===== config.mk =====
export PLATFORM = sky130hd
export DESIGN_NAME = tpip_store
export DESIGN_NICKNAME = d
export VERILOG_FILES = /design/src/hdl/tpip_pkg.sv /design/src/hdl/tpip_store.sv
export SDC_FILE = /design/constraint.sdc
export NUM_CORES = 1
export LEC_CHECK = 0
export BUFFER_PORTS_ARGS = -buffer_cell sky130_fd_sc_hd__buf_4
export CORE_ASPECT_RATIO = 0.8
export CORE_MARGIN = 2
export CORE_UTILIZATION = 35
export DETAILED_ROUTE_END_ITERATION = 10
export SYNTH_ARGS = -nofsm -noshare
export SYNTH_HDL_FRONTEND = slang
export SYNTH_SLANG_ARGS = --single-unit
export TNS_END_PERCENT = 100

===== constraint.sdc =====
create_clock -name clk -period 4.1 [get_ports clk]
set_clock_uncertainty 0.05 [all_clocks]
set_input_delay 0.205 -clock clk [delete_from_list [all_inputs] [get_ports clk]]
set_output_delay 0.205 -clock clk [all_outputs]
set_load 0.02 [all_outputs]

===== src/hdl/tpip_pkg.sv =====
// ----------------------------------------------------------------------------
// Two-ray point-in-polygon package
// Shared widths, opcodes and control structs for the polygon test block.
// ----------------------------------------------------------------------------
package tpip_pkg;

    localparam int MAX_VERTS_DEF = 16;
    localparam int COORD_W       = 16;
    localparam int PT_W          = 32;
    localparam int SCALE_W       = 16;
    localparam int VERT_W        = 2 * COORD_W;

    localparam int DIV_BITS  = 4;
    localparam int DIV_STEPS = PT_W / DIV_BITS;

    localparam int DIFF_W = COORD_W + 1;
    localparam int AC_W   = PT_W + 1;
    localparam int RAY_W  = 15;
    localparam int PROD_W = AC_W + DIFF_W;
    localparam int KCD_W  = DIFF_W + RAY_W - 1;
    localparam int KAC_W  = AC_W + RAY_W - 1;
    localparam int SUM_W  = PROD_W + 2;

    localparam logic signed [RAY_W-1:0] RAY_LEN = 15'sd10000;

    typedef enum logic [1:0] {
        OP_CLEAR  = 2'd0,
        OP_APPEND = 2'd1,
        OP_QUERY  = 2'd2,
        OP_NONE   = 2'd3
    } opcode_t;

    typedef struct packed {
        logic valid;
        logic last;
    } edge_ctl_t;

    typedef struct packed {
        logic valid;
        logic last;
        logic hit_left;
        logic hit_right;
    } edge_res_t;

endpackage


===== src/hdl/tpip_store.sv =====
// ----------------------------------------------------------------------------
// Vertex memory
// Synchronous memory holding one packed x/z vertex per entry, with a registered read.
// ----------------------------------------------------------------------------
module tpip_store
    import tpip_pkg::*;
#(
    parameter int DEPTH = MAX_VERTS_DEF,
    parameter int AW    = $clog2(MAX_VERTS_DEF)
)
(
    input  logic              clk,
    input  logic              wr_en,
    input  logic [AW-1:0]     wr_addr,
    input  logic [VERT_W-1:0] wr_data,
    input  logic              rd_en,
    input  logic [AW-1:0]     rd_addr,
    output logic [VERT_W-1:0] rd_data
);

    logic [VERT_W-1:0] mem [0:DEPTH-1];
    logic [VERT_W-1:0] rd_data_reg;

    always_ff @(posedge clk)
    begin
        if (wr_en)
        begin
            mem[wr_addr] <= wr_data;
        end
    end

    always_ff @(posedge clk)
    begin
        if (rd_en)
        begin
            rd_data_reg <= mem[rd_addr];
        end
    end

    assign rd_data = rd_data_reg;

endmodule


* Word level (Yosys, flattened, before mapping)
Memories as Yosys holds them, arrays and structs flattened. A register that Yosys moved wholly into a read port is not among the register bits.
Index checks and enable logic that the tools add are counted.
** Word-level totals
- Flip-flop bits (word level) :: 0
- Bits in writable memories :: 512
- Input port bits :: 43
- Output and inout port bits :: 32
- Word-level logic and storage cells :: 3
- Memories :: 1
** Memories
- mem :: words 16, width 32, read ports 1, clocked after memory_dff 1, write ports 1, RTL line tpip_store.sv:21 : logic [VERT_W-1:0] mem [0:DEPTH-1];
** Operators by class
- Multiplexer cells :: 2
** Operators by type and width (count)
- 1-bit two-way mux :: 2

* Depth between registers and ports, before layout
- Depth after elaboration :: 2
- Mapped depth :: 5
- Gate-level depth less buffers :: 3

* Least setup slack after synthesis
OpenSTA, ideal clock, no wires.
- Kind :: input-to-reg
- Start point :: input wr_addr[2]
- End point :: memory mem[0][0] (netlist name), enable pin
- Library setup time :: 461 ps
- Arrival time :: 2923 ps
- Slack :: 665 ps
- Stages on the path :: 2
- Path buffers :: 0
- Cells stage by stage :: or3b_2 nor3_1
** RTL lines
- from (decl) :: RTL line tpip_store.sv:14 : input logic [AW-1:0] wr_addr,
- to (decl) :: RTL line tpip_store.sv:21
No word-level cell before the write port.

==> impl_metrics.json <==
{
  "path_clk_slew_ns": 0.06,
  "leakagePower_nw": 7.42,
  "tritoncts": "done",
  "dr.pass1.iters": 5,
  "drv_cap": 0,
  "fp.coreArea_mm2": 0.0568,
  "gp_congestion": 0.708,
  "finalHoldViolCount": 0,
  "rsz0062_at_grt": "no",
  "htreeDepth": 2,
  "cp.arrival_ns": 2.17,
  "cts.sink_count": 544,
  "cpPeakStageDelay_ns": 0.56,
  "whs_ns": 0.194,
  "fin_setup_tns_ns": 0,
  "slew_violations": 0,
  "syn-cell-area_mm2": 0.0202,
  "cp_slowest_cell": "clkbuf_8",
  "critPathKind": "input port to register",
  "ir_worst_vdd_mv": 0.308,
  "drt-total-wl_mm": 43.9,
  "avgViaCountPerCell": 5.23,
  "clockBufferDepth": 3,
  "grt_pass1_wl_mm": 64.6,
  "status": "completed",
  "synthDistinctLibCells": 17,
  "drcViolationCount": 0,
  "p_per_area_mw_per_mm2": 471,
  "die_area_mm2": 0.0596,
  "cts_buffers": 49,
  "drt-initial-drc-count": 1123,
  "min_from": "rd_en",
  "cp-startpoint": "rd_addr[0]",
  "largest_reg_flops": 512,
  "critPathMaxFanout": 55,
  "clkLatencyLatePin_ns": 0.56,
  "synth_seq_cells": 544,
  "grt_max_degree": 59,
  "antenna_found_initial": 3,
  "std_cell_rows": 78,
  "dpl.hpwl_mm": 23.6,
  "vias": 9282,
  "cts_root_buf": "clkbuf_16",
  "cts_resized": 0,
  "setup_viol": 0,
  "clock.fmax_mhz": 520,
  "setup.worst_path.start_class": "input port",
  "period_needed_ns": 1.92,
  "fp.dieW_um": 272,
  "nNetsFinal": 1023,
  "crit_buf_inv": 2,
  "wl_per_cell_um": 24.7,
  "die_h_um": 219,
  "antenna_cells": 0,
  "drive_gt1_share_pct": 30.9,
  "area_growth_pct": 16.8,
  "start_util_pct": 35.5,
  "crit_family": "buffers and inverters",
  "worstPathCellList": "clkbuf_8 > buf_4 > mux4_2 > a22oi_1 > nand2_1",
  "cp-end-kind": "register",
  "io_buffers": 74,
  "grt_usage_pct": 14.9,
  "ys_seq_area_share_pct": 81.0,
  "grt-ovfl-total": 0,
  "hold_buffers": 32,
  "grt_pass1_vias": 9590,
  "antenna_left": 0,
  "synth_nets": 881,
  "ios": 75,
  "syn_area_per_cell_um2": 24.1,
  "max_slew_margin_pct": 28.1,
  "tightest_slew_ns": 1.08,
  "min-delay-path-class": "input port to register",
  "ys.warnings.count": 0,
  "synthCells": 838,
  "post-cts-setup-buffer-count": 0,
  "worstReg2RegStart": "mem[8][23]",
  "fin_crit_sh_pct": 46.9,
  "nFillCells": 4937,
  "worstPathRequired_ns": 4.34
}
## stage by stage
step           cells  power [mW]  instance area, um2  setup WS (ns)  util [%]
5_1_grt         1775        11.5               23600           1.98      41.5
2_1_floorplan    838        6.74               20200          0.665         -
3_3_place_gp    1657        7.01               21800           1.57      38.4
4_1_cts         1775        11.2               23600           2.14      41.5
6_report        1775        11.1               23600           2.18      41.5
3_5_place_dp    1657        7.02               21800           1.53      38.4
## cells in the mapped netlist
library cell  count  area [um2]
nand2b_1          2        12.5
nand2_1          33         124
mux4_2          128        2880
edfxtp_1        544       16300
nor2b_1           2        12.5
and2_1            1        6.26
nand3b_1          2        15.0
buf_2             4        20.0
buf_6             2        22.5
or3b_2            1        8.76
a22oi_1          64         480
clkbuf_1         17        63.8
nand3_1           1        5.00
buf_4            11        82.6
nor3_1            4        20.0
buf_1             9        33.8
nor2_1           13        48.8
## area by class of cell
type | count | area (um2) | share of cell area (%)
Clock inverter | 28 | 166 | 0.706
Clock buffer | 58 | 1260 | 5.35
Tap cell | 760 | 951 | 4.03
Multi-Input combinational cell | 251 | 3750 | 15.9
Timing Repair Buffer | 134 | 1100 | 4.69
Sequential cell | 544 | 16300 | 69.3
## worst paths after layout
kind	endpoint	slack [ns]	depth (start not counted)
min	rd_data[5]	0.19	1
min reg2reg	rd_data[30]	0.70	3
max reg2reg	rd_data[23]	2.60	3
max	rd_data[0]	2.18	5
## report_power, final
group          total, mW  internal, mW  leakage, nW  switching [mW]
sequential          6.30          6.26         4.94          0.0393
clock               4.17          2.25        0.706            1.92
combinational      0.615         0.262         1.77           0.353
## placed cells by master, fill, tap and decap left out, drive strengths merged, types with 4 or more instances in the layout
cell and instances:
dlygate4sd3 32, a22oi 64, nor3 4, buf 101, nand2 33, nor2 13, clkbuf 59, mux4 128
clkinv 25, edfxtp 544
## metal layers
| layer | global-route usage (%) | routed length, um |
|---|---|---|
| met1 | 23.2 | 20700 |
| met2 | 21.7 | 19400 |
| met3 | 2.75 | 3080 |
| met4 | 3.22 | 691 |
| met5 | 0 | 34 |
## cells by family after synthesis
kind of cell / Yosys count / synth area share [%]
flip-flops: 544 / 81.0
multiplexers: 128 / 14.3
buffers and inverters: 43 / 1.10
AO/OA/AOI/OAI: 64 / 2.38
AND/OR/NAND/NOR: 59 / 1.25
## worst reg2reg max path, delay by kind of cell (launching register included)
kind	cells	cell delay (ns)
mux	1	0.46
flops	1	0.37
simple gates	1	0.11
compound gates	1	0.24
No activity file was read; power rests on OpenSTA's default activity.
