--- src/hdl/tpip_pkg.sv ---
// ----------------------------------------------------------------------------
// Two-ray point-in-polygon package
// Shared widths, opcodes and control structs for the polygon test block.
// ----------------------------------------------------------------------------
package tpip_pkg;

    localparam int MAX_VERTS_DEF = 16;
    localparam int COORD_W       = 16;
    localparam int PT_W          = 32;
    localparam int SCALE_W       = 16;
    localparam int VERT_W        = 2 * COORD_W;

    localparam int DIV_BITS  = 4;
    localparam int DIV_STEPS = PT_W / DIV_BITS;

    localparam int DIFF_W = COORD_W + 1;
    localparam int AC_W   = PT_W + 1;
    localparam int RAY_W  = 15;
    localparam int PROD_W = AC_W + DIFF_W;
    localparam int KCD_W  = DIFF_W + RAY_W - 1;
    localparam int KAC_W  = AC_W + RAY_W - 1;
    localparam int SUM_W  = PROD_W + 2;

    localparam logic signed [RAY_W-1:0] RAY_LEN = 15'sd10000;

    typedef enum logic [1:0] {
        OP_CLEAR  = 2'd0,
        OP_APPEND = 2'd1,
        OP_QUERY  = 2'd2,
        OP_NONE   = 2'd3
    } opcode_t;

    typedef struct packed {
        logic valid;
        logic last;
    } edge_ctl_t;

    typedef struct packed {
        logic valid;
        logic last;
        logic hit_left;
        logic hit_right;
    } edge_res_t;

endpackage

--- src/hdl/tpip_edge.sv ---
// ----------------------------------------------------------------------------
// Edge crossing pipeline
// Four-stage test of one polygon edge against the left and right rays.
// ----------------------------------------------------------------------------
module tpip_edge
    import tpip_pkg::*;
(
    input  logic                      clk,
    input  logic                      rst_n,
    input  edge_ctl_t                 in_ctl,
    input  logic signed [PT_W-1:0]    px,
    input  logic signed [PT_W-1:0]    pz,
    input  logic signed [COORD_W-1:0] cx,
    input  logic signed [COORD_W-1:0] cz,
    input  logic signed [COORD_W-1:0] dx,
    input  logic signed [COORD_W-1:0] dz,
    output edge_res_t                 out_res
);

    function automatic logic seg_hit(input logic signed [SUM_W-1:0] den,
                                     input logic signed [SUM_W-1:0] na,
                                     input logic signed [SUM_W-1:0] nb);
        logic res;
        res = 1'b0;
        if (den > 0)
        begin
            res = (na >= 0) && (nb >= 0) && (na <= den) && (nb <= den);
        end
        else if (den < 0)
        begin
            res = (na <= 0) && (nb <= 0) && (na >= den) && (nb >= den);
        end
        return res;
    endfunction

    edge_ctl_t ctl1_reg, ctl2_reg, ctl3_reg;
    edge_res_t res_reg, res_next;

    logic signed [DIFF_W-1:0] xcd_reg, zcd_reg;
    logic signed [AC_W-1:0]   xac_reg, zac_reg;

    logic signed [PROD_W-1:0] pna_reg, t_reg;
    logic signed [KCD_W-1:0]  kcd_reg;
    logic signed [KAC_W-1:0]  kac_reg;

    logic signed [SUM_W-1:0]  den_l_reg, den_r_reg, na_reg, nb_l_reg, nb_r_reg;

    always_ff @(posedge clk)
    begin
        xcd_reg <= DIFF_W'(cx) - DIFF_W'(dx);
        zcd_reg <= DIFF_W'(cz) - DIFF_W'(dz);
        xac_reg <= AC_W'(px) - AC_W'(cx);
        zac_reg <= AC_W'(pz) - AC_W'(cz);

        pna_reg <= xac_reg * zcd_reg;
        t_reg   <= xcd_reg * zac_reg;
        kcd_reg <= zcd_reg * RAY_LEN;
        kac_reg <= zac_reg * RAY_LEN;

        den_l_reg <= SUM_W'(kcd_reg) - SUM_W'(t_reg);
        den_r_reg <= -SUM_W'(kcd_reg) - SUM_W'(t_reg);
        na_reg    <= SUM_W'(pna_reg) - SUM_W'(t_reg);
        nb_l_reg  <= -SUM_W'(kac_reg);
        nb_r_reg  <= SUM_W'(kac_reg);
    end

    always_comb
    begin
        res_next.valid     = ctl3_reg.valid;
        res_next.last      = ctl3_reg.last;
        res_next.hit_left  = seg_hit(den_l_reg, na_reg, nb_l_reg);
        res_next.hit_right = seg_hit(den_r_reg, na_reg, nb_r_reg);
    end

    always_ff @(posedge clk or negedge rst_n)
    begin
        if (!rst_n)
        begin
            ctl1_reg <= '0;
            ctl2_reg <= '0;
            ctl3_reg <= '0;
            res_reg  <= '0;
        end
        else
        begin
            ctl1_reg <= in_ctl;
            ctl2_reg <= ctl1_reg;
            ctl3_reg <= ctl2_reg;
            res_reg  <= res_next;
        end
    end

    assign out_res = res_reg;

endmodule

--- config.mk ---
export PLATFORM = sky130hd
export DESIGN_NAME = tpip_edge
export DESIGN_NICKNAME = d
export VERILOG_FILES = /design/src/hdl/tpip_pkg.sv /design/src/hdl/tpip_edge.sv
export SDC_FILE = /design/constraint.sdc
export NUM_CORES = 2
export LEC_CHECK = 0
export ABC_AREA = 1
export BUFFER_PORTS_ARGS = -buffer_cell sky130_fd_sc_hd__buf_4
export CAP_MARGIN = 20
export CELL_PAD_IN_SITES_DETAIL_PLACEMENT = 0
export CELL_PAD_IN_SITES_GLOBAL_PLACEMENT = 2
export CORE_ASPECT_RATIO = 1.4
export CORE_UTILIZATION = 32
export CTS_CLUSTER_SIZE = 10
export DETAILED_ROUTE_END_ITERATION = 10
export PLACE_DENSITY = 0.77
export SLEW_MARGIN = 20
export SYNTH_ARGS = -nofsm -noshare
export SYNTH_HDL_FRONTEND = slang
export SYNTH_SLANG_ARGS = --single-unit
--- constraint.sdc ---
create_clock -name clk -period 8.9 [get_ports clk]
set_clock_uncertainty 0.15 [all_clocks]
set_input_delay 0.89 -clock clk [delete_from_list [all_inputs] [get_ports clk]]
set_output_delay 0.89 -clock clk [all_outputs]
set_load 0.02 [all_outputs]
# Word-level counts from Yosys, hierarchy flattened
# Cells that the tools add are included.
# Widths: inputs -> output; s select.
[totals]
word_cells = 70
regBits = 529
out_inout_bits = 4
[op_classes]
n_mux = 4
multipliers = 4
magnitude_cmp = 18
reduce_logical = 12
addsub = 9
[ops]
columns = ["cell", "count"]
rows = [
  ["$sub 32x16->33", 2],
  ["$ge 47x52->1", 1],
  ["$ge 51x52->1", 1],
  ["$ge 52x1->1 const B", 1],
  ["$ge 52x51->1", 1],
  ["$gt 52x1->1 const B", 1],
  ["$le 47x52->1", 1],
  ["$le 51x52->1", 1],
  ["$le 52x1->1 const B", 1],
  ["$le 52x51->1", 1],
  ["$lt 52x1->1 const B", 1],
  ["$neg 31->52", 1],
  ["$neg 47->52", 1],
  ["$sub 52x50->52", 1],
  ["$ge 51x1->1 const B", 1],
  ["$ge 51x51->1", 1],
  ["$gt 51x1->1 const B", 1],
  ["$le 51x1->1 const B", 1],
  ["$le 51x51->1", 1],
  ["$lt 51x1->1 const B", 1],
  ["$sub 31x50->51", 1],
  ["$sub 50x50->51", 1],
  ["$mul 17x33->50", 1],
  ["$mul 33x17->50", 1],
  ["other kinds (7)", 22],
]

# Logic depth before layout (Yosys ltp)
[depth]
depth_word = 6
mapped_depth = 30

# Least setup slack after synthesis
# Ideal clock, no wire load.
[synth_timing]
kind = "register -> register"
startpoint = "register zac_reg[32]"
endpoint = "register t_reg[49]"
period_less_slack_ns = 6.122
path_slack_ns = 2.778
required_time_ns = 8.633
arrival_ns = 5.855
path_stages_with_launch = 22
n_path_buf = 2
path_cell_list = "dfxtp_1 clkbuf_1 clkbuf_1 nand2_1 fa_1 inv_1 fa_1 inv_1 fa_1 fa_1 fa_1 fa_1 inv_1 ha_1 nand2_1 nor2_1 inv_1 nor4_1 a21boi_1 nor2_1 nand2_1 nand2_1"
[synth_via]
elab_chain_cells = 1
[synth_lines]
columns = ["item", "line", "source"]
rows = [
  ["from (decl)", "tpip_edge.sv:40", "logic signed [AC_W-1:0] xac_reg, zac_reg;"],
  ["from (signal assigned)", "tpip_edge.sv:53", "zac_reg <= AC_W'(pz) - AC_W'(cz);"],
  ["$mul 17x33->50", "tpip_edge.sv:56", "t_reg <= xcd_reg * zac_reg;"],
  ["to (signal assigned)", "tpip_edge.sv:56", ""],
  ["to (decl)", "tpip_edge.sv:42", "logic signed [PROD_W-1:0] pna_reg, t_reg;"],
]
# Every way passes these cells.

# Worst setup path in the final report
[layout_timing]
startpoint = "register zcd_reg[5]"
endpoint = "register pna_reg[46]"
[layout_via]
elab_chain_cells = 1
[layout_lines]
columns = ["item", "line", "source"]
rows = [
  ["from (decl)", "tpip_edge.sv:39", "logic signed [DIFF_W-1:0] xcd_reg, zcd_reg;"],
  ["from (signal assigned)", "tpip_edge.sv:51", "zcd_reg <= DIFF_W'(cz) - DIFF_W'(dz);"],
  ["$mul 33x17->50", "tpip_edge.sv:55", "pna_reg <= xac_reg * zcd_reg;"],
  ["to (signal assigned)", "tpip_edge.sv:55", ""],
  ["to (decl)", "tpip_edge.sv:42", ""],
]
# Every way passes these cells.

==> results.md <==
- The run finished with clean final reports.
- After detailed routing, no signal wire sits above met5.
- The proportion of synthesized flip-flops having asynchronous set or reset is 0.0192.
- Buffers inserted during clock tree synthesis total 75.
- The routed layout has 70.6k vias.
- The largest total area in the synthesized netlist belongs to sky130_fd_sc_hd__fa_1.
- The die outline width is 434 um.
- Entering global routing, the biggest net connects 35 pins.
- The wire length on met3 is 12.0 mm.
- The global route total overflow is 0.
- The most common library cell in the layout ignoring fill and taps is sky130_fd_sc_hd__inv_1.
- The post-layout minimum cycle time is 7350 ps.
- The synthesized design contains 521 register bits.
- The number of unique standard cell types used by synthesis is 54.
- The number of antenna violations at the first check in global routing came to 10.
- The type of the worst min-delay path is input pin to flop.
- The clock drives 521 sinks.
- In the final routed layout, each cell accounts on average for 22.7 um.
- The highest clock rate is 136 MHz.
- The worst slew slack as a fraction of its limit is 0.205.
- Of all nets on the critical path, the largest fanout is 34.
- CTS built an H-tree with a depth of 3.
- The area share of the largest cell type after synthesis is 0.292.
- Yosys mapped a number of flops with a built-in enable equal to 0.
- Timing analysis after detailed placement gives a worst setup slack of 1690 ps.
- The top cell types in the final layout, fill and taps aside, are sky130_fd_sc_hd__inv_1 (2770), sky130_fd_sc_hd__nand2_1 (2268), sky130_fd_sc_hd__fa_1 (1220).
- For the worst-skew pair, the clock arrives at the later sink with an insertion delay of 730 ps.
- The part of the cycle the worst path needs is 0.826.
- The overall die height is 607 um.
- In the post-synthesis netlist, the biggest area contributors are sky130_fd_sc_hd__fa_1 (29%), sky130_fd_sc_hd__ha_1 (15%), sky130_fd_sc_hd__inv_1 (12%).
- In the global route stage, overall resource usage came out at 0.253.
- STA puts the critical path data arrival time at 7760 ps.
- The die covers 263000 um^2.
- Setup repair after global routing left no endpoint under its margin.
- The cell count after synthesis came out at 11.0k.
- The final worst setup slack is 1550 ps.
- The type of destination of the critical path is a flop.
- The transition time of the tightest slew-check pin is 1190 ps.
- The data required time at the worst endpoint is 9310 ps.
- The buffer levels on the longest clock path is 3.
- In the final routing, the length of wire on met1 measures 126 mm.
- The accumulated negative setup slack is 0 ps.
- For this run, the leading register cell type out of synthesis is sky130_fd_sc_hd__dfxtp_1.
- For this run, the register share of the synthesized area comes to 0.125.
- For this run, the share of the core covered by cells in the final layout is 0.352.
- For this configuration, the core starts out at a cell density of 0.322.
- The count of warnings emitted by yosys is 0.
- In the routed design, unresolved DRC markers number 0.
- The routed design has 331 mm of wire.
- The register with the most flip-flops in the layout has 52 of them.
- Across the run, the number of max-cap violations was 0.
- The routed design uses 169 mm of met2 wire.
- Setup violations remaining at the end of the flow were counted as 0.
- The number of nets still failing antenna checks after routing is 0.
- The cell sitting at the root of the clock tree is a sky130_fd_sc_hd__clkbuf_16.
- The final-report hold violation count was 0.
- The mean post-synth cell area is 7.59 um^2.
- The I/O pin count is 136.
- The number of max-slew violations in the final report was 0.
- The detailed-routing iteration count for the pre-antenna-repair pass is 7.
- The count of buffers from port buffering is 135.
- The TritonCTS clock tree is done.
- The first global-routing pass estimated 489 mm of wire.
- Row generation in the floorplan step produced 221 rows.
- The number of nets at the end of the flow is 13.4k.
- The via count of the first global-routing pass came to 76.6k.
- The detailed-placement wirelength estimate is 286 mm.
- After clock tree synthesis, the clock-pin slew on the worst setup and hold paths is 60 ps.
- The first routing iteration left 3562 violations.
- The proportion of layout cells with a drive suffix above 1 is 0.0382.
- The placer congestion estimate is 0.983.
- The sort of element at the start of the critical path is a flop.
- The cell area after synthesis is 83600 um^2.
- The signed area change from the synthesized netlist to the final layout is 9.31%.
- The worst setup path is of the flop to flop kind.
- The core area is 259000 um^2.
- Counting every net in the synthesized netlist gives 13.3k.
- The vias per cell is 4.84.
==> synth_stat cells, types with 10 or more instances <==
master                     count
sky130_fd_sc_hd__a21boi_0     17
sky130_fd_sc_hd__a21o_1       59
sky130_fd_sc_hd__a21oi_1     574
sky130_fd_sc_hd__a31oi_1      60
sky130_fd_sc_hd__clkbuf_1    260
sky130_fd_sc_hd__dfrtp_1      10
sky130_fd_sc_hd__dfxtp_1     511
sky130_fd_sc_hd__fa_1       1220
sky130_fd_sc_hd__ha_1        980
sky130_fd_sc_hd__inv_1      2771
sky130_fd_sc_hd__nand2_1    2268
sky130_fd_sc_hd__nand3_1     279
sky130_fd_sc_hd__nand3b_1     16
sky130_fd_sc_hd__nand4_1      80
sky130_fd_sc_hd__nor2_1      820
sky130_fd_sc_hd__nor3_1       95
sky130_fd_sc_hd__nor4_1       58
sky130_fd_sc_hd__o211ai_1     14
sky130_fd_sc_hd__o21a_1       23
sky130_fd_sc_hd__o21ai_0     272
sky130_fd_sc_hd__o21ai_1      38
sky130_fd_sc_hd__o21bai_1     82
sky130_fd_sc_hd__or2_2        11
sky130_fd_sc_hd__xnor2_1     107
sky130_fd_sc_hd__xor2_1      301
==> metrics by stage <==
stage          hold WS [ps]  cell area, um^2  std cells
5_1_grt                 110            91300      14600
2_1_floorplan           181            83600      11000
4_1_cts                89.8            91300      14600
6_report                140            91400      14600
3_3_place_gp            192            88800      14400
3_5_place_dp            190            88800      14400
==> timing repair <==
action / 4_1_cts / 5_1_grt
hold buffers: 1 / 0
endpoints found under the hold margin: 10 / 0
resized for setup: 0 / 0
setup buffers: 0 / 0
==> metal layers <==
layer  vias to the layer above  track usage
met5                         -            0
met4                         2        0.153
met3                       676       0.0266
met2                      1746        0.461
met1                     34900        0.280
li1                      33300            -
==> path summary, 6_finish.rpt <==
kind | from | to | slack [ps] | depth (start not counted)
min in group asynchronous | rst_n | out_res[2]$_DFF_PN0_ | 400 | 2
worst max register to register | zcd_reg[5]$_DFF_P_ | pna_reg[46]$_DFF_P_ | 1550 | 20
worst min-delay path | in_ctl[0] | ctl1_reg[0]$_DFF_PN0_ | 140 | 1
max in group asynchronous | rst_n | out_res[0]$_DFF_PN0_ | 8060 | 2
worst min register to register | ctl2_reg[1]$_DFF_PN0_ | ctl3_reg[1]$_DFF_PN0_ | 190 | 0
worst max-delay path | zcd_reg[5]$_DFF_P_ | pna_reg[46]$_DFF_P_ | 1550 | 20
==> area by class of cell <==
type / instances / area [um^2]
timing repair buffer: 246 / 1880
antenna: 14 / 35.0
multi-input combinational: 7449 / 61700
sequential: 521 / 10500
fill: 27900 / 168000
clock buffer: 91 / 2050
inverter: 2775 / 10400
tap: 3456 / 4320
clock inverter: 31 / 447
==> critical path: stages (launching register included) <==
cell                       delay (ps)
sky130_fd_sc_hd__dfxtp_2         1010
sky130_fd_sc_hd__buf_4            270
sky130_fd_sc_hd__nand2_1           80
sky130_fd_sc_hd__fa_1             590
sky130_fd_sc_hd__inv_1             60
sky130_fd_sc_hd__fa_1             470
sky130_fd_sc_hd__inv_1             50
sky130_fd_sc_hd__fa_1             490
sky130_fd_sc_hd__inv_1             60
sky130_fd_sc_hd__fa_1             520
sky130_fd_sc_hd__fa_1             500
sky130_fd_sc_hd__inv_1             50
sky130_fd_sc_hd__fa_1             470
sky130_fd_sc_hd__inv_1             40
sky130_fd_sc_hd__ha_1             360
sky130_fd_sc_hd__a21oi_1          220
sky130_fd_sc_hd__a21boi_0         520
sky130_fd_sc_hd__o21ai_0          360
sky130_fd_sc_hd__a31oi_1          510
sky130_fd_sc_hd__nand3_1          160
sky130_fd_sc_hd__xor2_1           180
==> logic make-up after synthesis <==
family                   after synthesis  share of synthesized area
AND/OR/NAND/NOR                     3667                      0.178
buffers and inverters               3041                      0.137
adder cells (fa/ha/maj)             2200                      0.439
AO/OA/AOI/OAI                       1174                     0.0786
flip-flops                           521                      0.125
XOR/XNOR                             408                     0.0428
Power is not shown: default switching activity piles up to over one toggle a cycle in this logic, so the estimate is an artifact.
