[config.mk]
export PLATFORM = sky130hd
export DESIGN_NAME = tpip_div
export DESIGN_NICKNAME = d
export VERILOG_FILES = /design/src/hdl/tpip_pkg.sv /design/src/hdl/tpip_div.sv
export SDC_FILE = /design/constraint.sdc
export NUM_CORES = 1
export LEC_CHECK = 0
export ABC_AREA = 0
export BUFFER_PORTS_ARGS = -buffer_cell sky130_fd_sc_hd__buf_2
export CAP_MARGIN = 5
export CORE_AREA = 2 2 126 128
export DETAILED_ROUTE_END_ITERATION = 10
export DIE_AREA = 0 0 128 130
export GPL_TIMING_DRIVEN = 0
export PLACE_DENSITY = 0.7
export SYNTH_ARGS = -nofsm -noshare
export SYNTH_HDL_FRONTEND = slang
export SYNTH_SLANG_ARGS = --single-unit
[constraint.sdc]
create_clock -name clk -period 29.3 [get_ports clk]
set_clock_uncertainty 0.15 [all_clocks]
set_input_delay 2.93 -clock clk [delete_from_list [all_inputs] [get_ports clk]]
set_output_delay 2.93 -clock clk [all_outputs]
set_load 0.1 [all_outputs]
[src/hdl/tpip_pkg.sv]
// ----------------------------------------------------------------------------
// Two-ray point-in-polygon package
// Shared widths, opcodes and control structs for the polygon test block.
// ----------------------------------------------------------------------------
package tpip_pkg;

    localparam int MAX_VERTS_DEF = 16;
    localparam int COORD_W       = 16;
    localparam int PT_W          = 32;
    localparam int SCALE_W       = 16;
    localparam int VERT_W        = 2 * COORD_W;

    localparam int DIV_BITS  = 4;
    localparam int DIV_STEPS = PT_W / DIV_BITS;

    localparam int DIFF_W = COORD_W + 1;
    localparam int AC_W   = PT_W + 1;
    localparam int RAY_W  = 15;
    localparam int PROD_W = AC_W + DIFF_W;
    localparam int KCD_W  = DIFF_W + RAY_W - 1;
    localparam int KAC_W  = AC_W + RAY_W - 1;
    localparam int SUM_W  = PROD_W + 2;

    localparam logic signed [RAY_W-1:0] RAY_LEN = 15'sd10000;

    typedef enum logic [1:0] {
        OP_CLEAR  = 2'd0,
        OP_APPEND = 2'd1,
        OP_QUERY  = 2'd2,
        OP_NONE   = 2'd3
    } opcode_t;

    typedef struct packed {
        logic valid;
        logic last;
    } edge_ctl_t;

    typedef struct packed {
        logic valid;
        logic last;
        logic hit_left;
        logic hit_right;
    } edge_res_t;

endpackage

[src/hdl/tpip_div.sv]
// ----------------------------------------------------------------------------
// Floor divider
// Signed 32-bit by unsigned 16-bit division rounding toward minus infinity,
// four quotient bits per cycle.
// ----------------------------------------------------------------------------
module tpip_div
    import tpip_pkg::*;
(
    input  logic                   clk,
    input  logic                   rst_n,
    input  logic                   start,
    input  logic signed [PT_W-1:0] dividend,
    input  logic [SCALE_W-1:0]     divisor,
    output logic                   done,
    output logic signed [PT_W-1:0] quotient
);

    localparam int SW = $clog2(DIV_STEPS);

    logic               run_reg, run_next;
    logic               done_reg, done_next;
    logic [SW-1:0]      step_reg, step_next;
    logic               neg_reg;
    logic [PT_W-1:0]    quo_reg, quo_next;
    logic [SCALE_W-1:0] rem_reg, rem_next;
    logic [SCALE_W-1:0] dsr_reg;

    always_comb
    begin
        logic [SCALE_W:0]   trial;
        logic [PT_W-1:0]    q;
        logic [SCALE_W-1:0] r;
        q = quo_reg;
        r = rem_reg;
        for (int i = 0; i < DIV_BITS; i++)
        begin
            trial = {r, q[PT_W-1]};
            q = {q[PT_W-2:0], 1'b0};
            if (trial >= {1'b0, dsr_reg})
            begin
                trial = trial - {1'b0, dsr_reg};
                q[0] = 1'b1;
            end
            r = trial[SCALE_W-1:0];
        end
        quo_next = q;
        rem_next = r;
    end

    always_comb
    begin
        run_next  = run_reg;
        step_next = step_reg;
        done_next = 1'b0;
        if (start)
        begin
            run_next  = 1'b1;
            step_next = '0;
        end
        else if (run_reg)
        begin
            step_next = step_reg + 1'b1;
            if (step_reg == SW'(DIV_STEPS - 1))
            begin
                run_next  = 1'b0;
                done_next = 1'b1;
            end
        end
    end

    always_ff @(posedge clk or negedge rst_n)
    begin
        if (!rst_n)
        begin
            run_reg  <= 1'b0;
            done_reg <= 1'b0;
            step_reg <= '0;
        end
        else
        begin
            run_reg  <= run_next;
            done_reg <= done_next;
            step_reg <= step_next;
        end
    end

    always_ff @(posedge clk)
    begin
        if (start)
        begin
            neg_reg <= dividend[PT_W-1];
            quo_reg <= dividend[PT_W-1] ? PT_W'(-dividend) : PT_W'(dividend);
            rem_reg <= '0;
            dsr_reg <= divisor;
        end
        else if (run_reg)
        begin
            quo_reg <= quo_next;
            rem_reg <= rem_next;
        end
    end

    // A negative dividend with a remainder rounds one further down: -q - 1 = ~q.
    assign quotient = !neg_reg ? signed'(quo_reg) :
                      (rem_reg != '0) ? signed'(~quo_reg) : signed'(-quo_reg);
    assign done = done_reg;

    a_done_pulse: assert property (@(posedge clk) disable iff (!rst_n)
        done_reg |=> !done_reg)
        else $error("divider done held for more than one cycle");

    a_run_divisor: assert property (@(posedge clk) disable iff (!rst_n)
        run_reg |-> dsr_reg != '0)
        else $error("divider running with a zero divisor");

    a_start_idle: assert property (@(posedge clk) disable iff (!rst_n)
        start |-> !run_reg)
        else $error("divider started while a division is running");

endmodule

# --- After elaboration in Yosys (flattened, before gate mapping) ---
# Index checks and enable logic that the tools add are counted.
op_classes:
  add_sub_neg: 7
  n_lt_le_gt_ge: 4
  eq_ne: 1
  mux: 21
  n_bitwise: 1
  reduce_logical: 2
ops:
  columns: ["operator", "count"]
  rows:
  - ["$mux 32", 5]
  - ["$ge 17x16->1", 4]
  - ["$mux 16", 4]
  - ["$neg 32->32", 2]
  - ["$sub 16x16->16", 4]
  - ["$not 32->32", 1]
  - ["$reduce_bool 16->1", 1]
  - ["$mux 1", 10]
  - ["$mux 3", 2]
  - ["$add 3x1->3 const B", 1]
  - ["$eq 3x3->1 const B", 1]
  - ["$reduce_bool 2->1", 1]
word_totals:
  reg_bits: 70
  in_bits: 51
  output_inout_bits: 33
  word_cells: 43

# --- Logic depth before layout (Yosys ltp) ---
depth:
  ltp_word: 10
  depth_mapped: 48
  depth_no_buf: 45

# --- Worst setup path after synthesis ---
# No wires, ideal clock.
synth_path:
  kind: "reg2reg"
  start: "register dsr_reg[1]"
  end: "register rem_reg[2]"
  setup_time_ps: 122
  arrival_time_ps: 10226
  required_ps: 29028
  setup_slack_ps: 18802
  stages_incl_launch_ff: 45
  synth_period_minus_slack_ps: 10498
  path_cell_list: "edfxtp_1 > inv_1 > ha_1 > and3_1 > nand3_1 > nor4_1 > a2111oi_2 > o21ai_1 > clkbuf_1 > clkbuf_1 > o21ai_0 > inv_1 > ha_1 > nor2b_1 > o31a_1 > o41ai_1 > o21a_1 > a31oi_1 > [9 not listed] > a311o_1 > a21oi_1 > o21ai_0 > a31oi_4 > buf_4 > mux2_1 > ha_1 > a2111oi_0 > nand3_1 > a221oi_2 > a21oi_2 > o21ai_1 > nand2b_1 > a221o_1 > a221o_2 > buf_6 > and3_1 > a311o_1"
synth_between:
  elab_chain_cells: 8
  elab_cells_between_ends: 12
  cone_classes: "4 x add/sub; 4 x order compare; 4 x mux"
synth_lines:
  columns: ["item", "line", "rtl"]
  rows:
  - ["start: declaration", "tpip_div.sv:26", "logic [SCALE_W-1:0] dsr_reg;"]
  - ["start signal: assignment", "tpip_div.sv:94", "dsr_reg <= divisor;"]
  - ["$sub 16x16->16 / $ge 17x16->1 (equally long branches)", "tpip_div.sv:41, tpip_div.sv:39", null]
  - ["$mux 16", "tpip_div.sv:39", "if (trial >= {1'b0, dsr_reg})"]
  - ["$sub 16x16->16 / $ge 17x16->1 (equally long branches)", "tpip_div.sv:41, tpip_div.sv:39", null]
  - ["$mux 16", "tpip_div.sv:39", null]
  - ["$ge 17x16->1 / $sub 16x16->16 (equally long branches)", "tpip_div.sv:39, tpip_div.sv:41", null]
  - ["$mux 16", "tpip_div.sv:39", null]
  - ["$sub 16x16->16 / $ge 17x16->1 (equally long branches)", "tpip_div.sv:41, tpip_div.sv:39", null]
  - ["$mux 16 *", "tpip_div.sv:39", null]
  - ["end signal: assignment", "tpip_div.sv:99", "rem_reg <= rem_next;"]
  - ["end: declaration", "tpip_div.sv:25", "logic [SCALE_W-1:0] rem_reg, rem_next;"]
# Mark *: on every way between the ends. The rest lies on a longest branch, timed or not.
# A chain may end at the register's enable or synchronous reset.

# --- Worst setup path after layout ---
# Ends and elaborated chain as after synthesis.

==> summary by stage <==
Final layout
The register with the most flip-flops in the layout has 32 of them. The number of antenna diodes in the final layout is 0. At the end of the flow, the number of nets in the layout was approximately 1,100. In the final layout, the share of cells above drive strength 1 is around 15%. Once layout is complete, the utilization of the core stands at 55.31%.

Relative to the synthesized area, the layout overhead comes to 13.61%.

Worst setup path
The startpoint-to-endpoint class of the critical path is reg -> reg. The worst register-to-register path begins at dsr_reg[1]. The longest individual stage delay on the worst path is ~0.55 ns. The worst-path cell with the longest stage delay is sky130_fd_sc_hd__clkbuf_1.

Of all nets on the critical path, the largest fanout is 10. The critical path startpoint category is a flip-flop. The worst register-to-register path ends at rem_reg[2]. Across all register-to-register paths, the minimum setup slack is between 15 and 20 ns. Measured in cells, the most critical reg-to-reg path has a length of between 40 and 50. For the worst setup path, the data required time is approximately 29 ns.

The type of element capturing the critical path is a flip-flop. The cell that appears most often on the critical path is sky130_fd_sc_hd__ha_1. STA puts the critical path data arrival time at between 10 and 15 ns.

Hold path
The path class of the tightest hold or removal check is reg -> reg. In this run the most critical hold path is launched from rem_reg[5]. The worst hold path passes through 2 cells. The hold path endpoint is rem_reg[5].

Yosys
Of the synthesized area, sequential elements account for between 20 and 30%. The gate count of the mapped netlist is slightly below 900. The cell with the most instances after synthesis is sky130_fd_sc_hd__a21oi_1. After synthesis, the largest area contributor takes up about a fifth of total cell area.

The number of enable-type register cells in the synthesized netlist is ~50. The unique cell type count in the Yosys netlist is 73. For this run, the leading register cell type out of synthesis is sky130_fd_sc_hd__edfxtp_1.

The share of synthesized registers carrying an async set or reset is 7.143%. The top cell type by total area after synthesis is sky130_fd_sc_hd__edfxtp_1. After synthesis, the mean cell area works out to 8.601 um2. In the post-synthesis netlist, the biggest area contributors are sky130_fd_sc_hd__edfxtp_1 (20%), sky130_fd_sc_hd__ha_1 (11%), sky130_fd_sc_hd__xnor2_1 (7.7%), sky130_fd_sc_hd__a21oi_1 (5.8%), sky130_fd_sc_hd__xor2_1 (4.8%). The Yosys step of the flow raised 0 warnings. Ranked by instance count, the synthesized netlist is headed by sky130_fd_sc_hd__a21oi_1 (87), sky130_fd_sc_hd__nor2_1 (82), sky130_fd_sc_hd__ha_1 (68).

The cell area that synthesis handed to floorplanning was 0.007508 mm2. Synthesis inferred 70 register bits. The net count after synthesis is 996.

Die
The area of the placeable core is 0.01542 mm2. Pin placement for this block handled 84 I/O pins. The die covers about 0.017 mm2. The number of placement rows is 46. The initial standard-cell utilization of the core is between 40% and 50%. The die boundary width is 128 um. The die height is roughly 130 um.

Drt
In the final routed layout, each cell accounts on average for between 15 and 20 um. The number of nets with antenna violations after routing is 0. The length of the first detailed-routing pass in iterations is 5. The routed layout has 7,055 vias. Wires add up to around 21,000 um.

The detailed router finished its first iteration with between 500 and 600 violations. The DRC violation count after routing is 0. The via count normalized by instance count is 6.056.

Global route
The initial antenna violation count was 2. The final global-route overflow total is 0. The largest net degree at the start of global routing is 23. The first global-routing pass estimated between 30,000 and 40,000 um of wire. The aggregate global-route resource usage is a little over a quarter. The via count of the first global-routing pass is around 6,600.

Clocking
The cell sitting at the root of the clock tree is a sky130_fd_sc_hd__clkbuf_16. The post-CTS resize count is 0. In this run, post-CTS hold repair placed 0 buffers. Counting every sink on the clock net gives 70. In this run, CTS created clock tree buffers numbering 9. Post-CTS timing repair inserted 0 buffers for setup. The H-tree was split into 3 levels. The clock-pin slew on the worst setup and hold paths is around 0.060 ns. The clock latency reported for the late side of the worst-skew pair is around 0.34 ns. TritonCTS built the clock tree. The maximum clock path buffer count is 2.

STA
The worst relative slew slack is 48.15%. After layout, the worst path uses approximately 44% of the clock period. The number of hold violations in the final report is 0. For the pin with the worst max-slew slack, the measured transition is 0.7777 ns. The final-layout setup total negative slack is 0 ns. The count of pins over their slew limit came to 0. The count of final setup violators is 0. Setup repair after global routing left no endpoint under its margin.

The maximum achievable frequency is slightly below 80 MHz. The minimum period implied by the final worst setup slack is ~13 ns.

Status
The flow ran to the end, and the final reports show no timing, DRC or antenna violations.

Place
The estimated wirelength of the detail-placed design is between 15,000 and 20,000 um. At the end of routability-driven placement, the weighted congestion stood at 0.9653. The count of buffers added on input and output ports is 83.

Flow run
Max-cap violations in this run came to 0.
## critical path: cells and delay by family, from the launching register on
| kind | cells | cell delay (ns) |
|---|---|---|
| flops | 1 | 0.44 |
| mux | 1 | 0.37 |
| simple gates | 9 | 1.34 |
| fa+ha+maj | 4 | 1.30 |
| compound gates | 24 | 6.99 |
| buf+inv | 7 | 2.27 |
## layout by cell type (no fill, tap or decap), types with 5 or more instances in the layout
cell / Yosys / routed
sky130_fd_sc_hd__edfxtp_1: 49 / 49
sky130_fd_sc_hd__dfrtp_1: 5 / 5
sky130_fd_sc_hd__mux2_2: 24 / 24
sky130_fd_sc_hd__and3_1: 8 / 8
sky130_fd_sc_hd__inv_1: 47 / 47
sky130_fd_sc_hd__nor2_1: 82 / 82
sky130_fd_sc_hd__xnor2_1: 66 / 66
sky130_fd_sc_hd__or4_1: 13 / 13
sky130_fd_sc_hd__ha_1: 68 / 68
sky130_fd_sc_hd__or3_1: 6 / 6
sky130_fd_sc_hd__clkbuf_1: 19 / 20
sky130_fd_sc_hd__clkbuf_16: 0 / 9
sky130_fd_sc_hd__mux2i_1: 16 / 16
sky130_fd_sc_hd__nand2b_1: 9 / 9
sky130_fd_sc_hd__a21o_1: 19 / 19
sky130_fd_sc_hd__nor4_1: 10 / 10
sky130_fd_sc_hd__nand2_1: 57 / 57
sky130_fd_sc_hd__nand4_1: 13 / 13
sky130_fd_sc_hd__o21bai_1: 5 / 5
sky130_fd_sc_hd__a21oi_1: 87 / 87
sky130_fd_sc_hd__o21ai_0: 44 / 44
sky130_fd_sc_hd__nand3_1: 14 / 14
sky130_fd_sc_hd__dfxtp_1: 16 / 16
sky130_fd_sc_hd__mux2_1: 6 / 6
sky130_fd_sc_hd__xor2_1: 41 / 41
sky130_fd_sc_hd__nor3_1: 8 / 8
sky130_fd_sc_hd__o31ai_1: 18 / 18
sky130_fd_sc_hd__nor2b_1: 11 / 11
sky130_fd_sc_hd__o211ai_1: 5 / 5
sky130_fd_sc_hd__buf_2: 2 / 85
sky130_fd_sc_hd__o21a_1: 7 / 7
sky130_fd_sc_hd__o41ai_1: 12 / 12
sky130_fd_sc_hd__a211oi_1: 11 / 11
## how the worst max path moves through the flow
stage | cells after the start | endpoint | slack (ns) | from
after floorplan | 44 | rem_reg[2] | 18.80 | dsr_reg[1]
after global placement | 45 | rem_reg[13] | 16.51 | dsr_reg[1]
after detailed placement | 45 | rem_reg[2] | 16.55 | dsr_reg[1]
after CTS | 45 | rem_reg[2] | 16.45 | dsr_reg[1]
after global routing | 45 | rem_reg[10] | 15.49 | dsr_reg[1]
final | 45 | rem_reg[2] | 16.29 | dsr_reg[1]
## metal layers
| layer | vias to the layer above | routed length, um | share of wire [%] | global-route usage [%] |
|---|---|---|---|---|
| li1 | 3441 | - | - | - |
| met2 | 248 | 10100 | 47 | 43.85 |
| met4 | 2 | 469 | 2.2 | 8.209 |
| met1 | 3334 | 9449 | 44 | 34.28 |
| met3 | 30 | 1453 | 6.8 | 5.699 |
| met5 | - | 13 | 0.060 | 0 |
## cell families after synthesis
kind of cell / synth area share [%]
flops: 25.53
fa+ha+maj: 12.40
simple gates: 16.56
buf+inv: 4.083
mux: 6.632
compound gates: 22.31
xor+xnor: 12.48
## stage by stage
stage	setup WS, ns	std cells	hold slack [ns]	area, um2
floorplan	18.80	873	0.3348	7508
global placement	16.51	1148	0.3578	8164
detailed placement	16.55	1149	0.3705	8192
CTS	16.45	1165	0.3788	8531
global route	15.49	1165	0.3925	8531
finish	16.29	1165	0.3744	8531
## cell type report
| cell class | count | area (um2) |
|---|---|---|
| plain buffers | 28 | 126.4 |
| clock buffers | 10 | 229.0 |
| clock inverters | 6 | 110.1 |
| fillers | 1503 | 6894 |
| inverters | 48 | 180.2 |
| multi-input cells | 727 | 5285 |
| flip-flops and latches | 70 | 1917 |
| well taps | 192 | 240.2 |
| repair buffers | 84 | 442.9 |
Power is not shown: default switching activity piles up to over one toggle a cycle in this logic, so the estimate is an artifact.
